### src/design/convex_hull_monotone_chain_defines.svh
// Assertion macros shared by the checking code.
`ifndef CONVEX_HULL_MONOTONE_CHAIN_DEFINES_SVH
`define CONVEX_HULL_MONOTONE_CHAIN_DEFINES_SVH

// same-cycle implication
`define CHMC_ASSERT_IMPLY(label, ante, cons) \
    label: assert property (@(posedge aclk) disable iff (!aresetn) (ante) |-> (cons)) \
        else $error("implication check failed");

// next-cycle implication
`define CHMC_ASSERT_NEXT(label, ante, cons) \
    label: assert property (@(posedge aclk) disable iff (!aresetn) (ante) |=> (cons)) \
        else $error("next-cycle check failed");

`endif

### src/design/chmc_pkg.sv
package chmc_pkg;
    localparam int MAX_POINTS  = 64;
    localparam int COORD_BITS  = 16;
    localparam int SMALL_SET   = 3;
    localparam int STACK_DEPTH = 2 * MAX_POINTS;
    localparam int PTR_W       = $clog2(MAX_POINTS);
    localparam int CNT_W       = PTR_W + 1;
    localparam int STK_W       = $clog2(STACK_DEPTH);
    localparam int STK_CNT_W   = STK_W + 1;
    localparam int DATA_W      = ((2 * COORD_BITS + 7) / 8) * 8;
    localparam int DIFF_W      = COORD_BITS + 1;
    localparam int PROD_W      = 2 * DIFF_W;

    typedef struct packed {
        logic signed [COORD_BITS-1:0] y;
        logic signed [COORD_BITS-1:0] x;
    } point_t;

    typedef struct packed {
        point_t o;
        point_t a;
        point_t b;
    } turn_t;

    function automatic logic pt_less(input point_t a, input point_t b);
        return (a.x < b.x) || ((a.x == b.x) && (a.y < b.y));
    endfunction
endpackage

### src/design/chmc_cross.sv
module chmc_cross (
    input  logic            aclk,
    input  chmc_pkg::turn_t turn,
    output logic            pop
);
    import chmc_pkg::*;

    logic signed [DIFF_W-1:0] ax_reg, ay_reg, bx_reg, by_reg;
    logic signed [PROD_W-1:0] p1_reg, p2_reg;
    logic signed [PROD_W:0]   diff;
    logic                     pop_reg;

    assign diff = {p1_reg[PROD_W-1], p1_reg} - {p2_reg[PROD_W-1], p2_reg};

    always_ff @(posedge aclk) begin
        ax_reg  <= DIFF_W'(turn.a.x) - DIFF_W'(turn.o.x);
        ay_reg  <= DIFF_W'(turn.a.y) - DIFF_W'(turn.o.y);
        bx_reg  <= DIFF_W'(turn.b.x) - DIFF_W'(turn.o.x);
        by_reg  <= DIFF_W'(turn.b.y) - DIFF_W'(turn.o.y);
        p1_reg  <= PROD_W'(ax_reg) * PROD_W'(by_reg);
        p2_reg  <= PROD_W'(ay_reg) * PROD_W'(bx_reg);
        pop_reg <= diff[PROD_W] || (diff == '0);
    end

    assign pop = pop_reg;
endmodule

### config.mk
export PLATFORM = sky130hd
export DESIGN_NAME = chmc_cross
export DESIGN_NICKNAME = d
export VERILOG_FILES = /design/src/design/convex_hull_monotone_chain_defines.svh /design/src/design/chmc_pkg.sv /design/src/design/chmc_cross.sv
export SDC_FILE = /design/constraint.sdc
export NUM_CORES = 2
export LEC_CHECK = 0
export ABC_AREA = 1
export CAP_MARGIN = 20
export CORE_MARGIN = 4
export CORE_UTILIZATION = 68
export DETAILED_ROUTE_END_ITERATION = 12
export DONT_BUFFER_PORTS = 1
export GPL_ROUTABILITY_DRIVEN = 0
export PLACE_DENSITY = 0.89
export SYNTH_ARGS = -nofsm -noshare
export SYNTH_HDL_FRONTEND = slang
export SYNTH_SLANG_ARGS = --single-unit
### constraint.sdc
create_clock -name aclk -period 6.85 [get_ports aclk]
set_clock_uncertainty 0.05 [all_clocks]
set_input_delay 0.3425 -clock aclk [delete_from_list [all_inputs] [get_ports aclk]]
set_output_delay 0.3425 -clock aclk [all_outputs]
set_load 0.1 [all_outputs]
* Word level (Yosys, flattened, before mapping)
Index checks and enable logic that the tools add are counted.
Widths: inputs -> output; s select.
** Operators by class
- Reductions and logical operators :: 2
- Multiply operators :: 2
- Add/subtract/negate cells :: 5
** Operator list (count)
- $mul 17x17->34 :: 2
- $sub 16x16->17 :: 4
- $logic_not 35->1 :: 1
- $sub 34x34->35 :: 1
- $logic_or 1x1->1 :: 1
** Storage, ports and cells
- Flip-flop bits (word level) :: 137
- Logic and storage cells :: 16
- Bits of input ports :: 97

* Longest topological paths before layout
- Word-level depth :: 3
- Depth in mapped cells :: 28
- Mapped depth without buffers :: 26

* Worst setup path before layout
Ideal clock, no wire load.
- Path kind :: reg-to-reg
- Start :: register ax_reg[16]
- End :: register p1_reg[31]
- Arrival :: 5.394 ns
- Path slack :: 1.276 ns
- Period minus slack after synthesis :: 5.574 ns
- Cell stages (with the launch flop) :: 20
- Library setup time :: 0.130 ns
- Cell sequence :: dfxtp_1 clkbuf_1 clkbuf_1 nand2_1 inv_1 fa_1 fa_1 fa_1 fa_1 fa_1 inv_1 fa_1 inv_1 ha_1 nand2_1 nor2_1 inv_1 nor4_1 a211oi_1 xor2_1
** On the way
- Word-level cells in the longest chain between the ends :: 1
** Ends and longest elaborated chain
- start: declaration :: line chmc_cross.sv:8 : logic signed [DIFF_W-1:0] ax_reg, ay_reg, bx_reg, by_reg;
- start signal: assignment :: line chmc_cross.sv:16 : ax_reg <= DIFF_W'(turn.a.x) - DIFF_W'(turn.o.x);
- $mul 17x17->34 :: line chmc_cross.sv:20 : p1_reg <= PROD_W'(ax_reg) * PROD_W'(by_reg);
- end signal: assignment :: line chmc_cross.sv:20
- end: declaration :: line chmc_cross.sv:9 : logic signed [PROD_W-1:0] p1_reg, p2_reg;
No other way between the ends.

* Final worst setup path
- Start :: register by_reg[2]
- End :: register p1_reg[32]
** On the way
- Word-level cells in the longest chain between the ends :: 1
** Ends and longest elaborated chain
- start: declaration :: line chmc_cross.sv:8
- start signal: assignment :: line chmc_cross.sv:19 : by_reg <= DIFF_W'(turn.b.y) - DIFF_W'(turn.o.y);
- $mul 17x17->34 :: line chmc_cross.sv:20
No other way between the ends.

==> metrics.cfg <==
[global_routing]
grt_max_degree = 19
grt_pass1_vias = 27472
gr-total-overflow = 0
antenna_found_initial = 1
track_usage_pct = 33.4
grt_pass1_wl_mm = 134

[detailed_routing]
drt-total-wl_mm = 81.0
dr.pass1.iters = 8
post_drt_wl_per_cell_um = 17.6
first_iter_violations = 2473
vias_per_cell = 5.62
drtAntennaViolNets = 0
drc = 0
routed-via-count = 25905

[run_status]
outcome = complete, no violations

[setup_path]
arrival_ns = 6.64
startpoint = by_reg[2]
critPathLaunchType = flip-flop
crit_type = reg2reg
required_ns = 7.19
r2r-end = p1_reg[32]
ff2ff_path_depth = 16
timing.rr.start = by_reg[2]
reg2reg_setup_slack_ns = 0.55
cp-end-kind = flip-flop
crit_end = p1_reg[32]
path_max_fanout = 17

[clock_tree]
cts.sinks = 137
hold_buffers = 0
cts_buffers = 17
root_buffer = clkbuf_16
clk_pin_slew_worst_paths_ns = 0.07
cts_tree = built
clock_path_buffers = 2
htree_levels = 4
postCtsSetupRepairBufs = 0
cts_resized = 0
clk_latency_ns = 0.45

[synthesis]
synth-seq-cells = 137
synth_warnings = 0
synth_ff_type = dfxtp_1
async_flop_share_pct = 0
synth_cells = 4085
synth.yosys.seq_area_share_pct = 8.80
synth_cell_types = 47
synth_nets = 5047
synth_edf_count = 0
syn_area_sq_mm = 0.0312
avgSynthCellArea_sq_um = 7.63

[sta]
clock.fmax_mhz = 159
maxSlewHeadroom_pct = 36.4
min_period_ns = 6.30
fin_setup_tns_ns = 0
hold_viol = 0
finalSetupViolations = 0
maxSlewViolCount = 0
finalCritPeriodShare_pct = 92.0
tightest_slew_ns = 0.953
rsz0062_at_grt = false
hold_ws_ns = 0.0137

[placed_design]
dpl_cell_area_sq_mm = 0.0316
hpwl_mm = 67.2
place.port_buffers = 0

[die]
core-area_sq_mm = 0.0454
start_util_pct = 68.7
rows = 78
die_height_um = 222
num_io_pins = 98
dieArea_sq_mm = 0.0493
die_x_um = 222

[cells_and_area]
regArea_sq_mm = 0.00274
post-route-util_pct = 71.0
syn2layout_area_growth_pct = 3.37
layout-drive-gt1-share_pct = 2.62
fin_nets = 4955
nFillCells = 3088
multi_input_area_sq_mm = 0.0234
final_area_sq_mm = 0.0322

[flow_run]
drv_cap = 0

[min_path]
hp-start = turn[64]
hold_path_class = in2reg

## layout by cell type, fill, tap and decap left out, types with 4 or more instances in the layout
cell / count
inv_2: 9
nand4_1: 29
o21bai_1: 13
a21o_1: 14
xor2_1: 94
o21ai_1: 13
buf_4: 23
clkbuf_16: 17
nand3_1: 56
nand2_1: 1043
nor2_2: 6
inv_6: 4
nor2_1: 149
or2_2: 9
a31oi_1: 9
o31ai_1: 5
o21ai_0: 50
nand2_2: 8
xnor2_1: 43
a221oi_1: 8
fa_1: 597
and2_1: 4
a21oi_1: 124
nor3_1: 21
dfxtp_1: 137
inv_1: 1194
o21ai_2: 7
ha_1: 268
nand3b_1: 6
## per-stage QoR
step	setup WS, ns	instances
2_1_floorplan	1.28	4085
3_3_place_gp	0.845	4574
3_5_place_dp	0.663	4574
4_1_cts	0.653	4606
5_1_grt	0.263	4607
6_report	0.546	4608
## worst min path at each step
| stage | endpoint | slack (ns) | depth (start not counted) |
|---|---|---|---|
| finish | ax_reg[0] | 0.01 | 2 |
| global route | by_reg[0] | 0.02 | 2 |
| CTS | ax_reg[0] | 0.008 | 2 |
| detailed placement | ax_reg[0] | 0.47 | 2 |
| global placement | by_reg[0] | 0.47 | 2 |
| floorplan | ax_reg[0] | 0.46 | 2 |
## critical path, stage by stage (launching register included)
cell,delay (ns)
dfxtp_1,0.79
nand2_1,0.21
inv_1,0.18
fa_1,0.54
fa_1,0.89
fa_1,0.53
fa_1,0.54
fa_1,0.56
fa_1,0.43
ha_1,0.39
nand2_1,0.12
nor2_1,0.15
nand2_1,0.11
nor4b_1,0.34
nand2_1,0.16
nand4_1,0.11
xor2_1,0.14
## cell usage after synthesis, types with 4 or more instances
cell type	n	area share, %
xnor2_1	43	1.2
inv_2	9	0.11
nand3b_1	6	0.14
clkbuf_1	133	1.6
fa_1	597	38
nand2_2	8	0.16
inv_1	1194	14
xor2_1	94	2.6
o21bai_1	13	0.31
a221oi_1	8	0.22
o21ai_2	7	0.20
o21ai_1	13	0.21
a21o_1	14	0.34
and2_1	4	0.080
nand3_1	56	0.90
o21ai_0	50	0.80
nor3_1	21	0.34
nor2_2	6	0.12
nand4_1	29	0.58
nor2_1	149	1.8
nand2_1	1043	13
a31oi_1	9	0.18
o31ai_1	5	0.12
ha_1	268	11
or2_2	9	0.18
a21oi_1	124	2.0
dfxtp_1	137	8.8
## routing by layer
| layer | up-vias | part of all wire (%) | track usage (%) |
|---|---|---|---|
| li1 | 11552 | - | - |
| met2 | 1827 | 46 | 55.0 |
| met4 | 0 | 6.8 | 18.4 |
| met1 | 12070 | 35 | 40.4 |
| met3 | 456 | 12 | 8.78 |
| met5 | - | 0 | 0 |
## cells by family after synthesis
group	synth area share, %
buffers and inverters	16.1
flip-flops	8.80
adder cells (fa/ha/maj)	49.1
AO/OA/AOI/OAI	5.00
XOR/XNOR	3.85
AND/OR/NAND/NOR	17.1
## final cells by class
| class | count | area share [%] |
|---|---|---|
| Antenna cell | 2 | 0.0155 |
| Clock buffer | 18 | 1.36 |
| Clock inverter | 14 | 0.575 |
| Inverter | 1206 | 14.0 |
| Multi-Input combinational cell | 2608 | 72.6 |
| Sequential cell | 137 | 8.51 |
| Tap cell | 600 | 2.33 |
| Timing Repair Buffer | 23 | 0.536 |
Power is not shown: default switching activity piles up to over one toggle a cycle in this logic, so the estimate is an artifact.
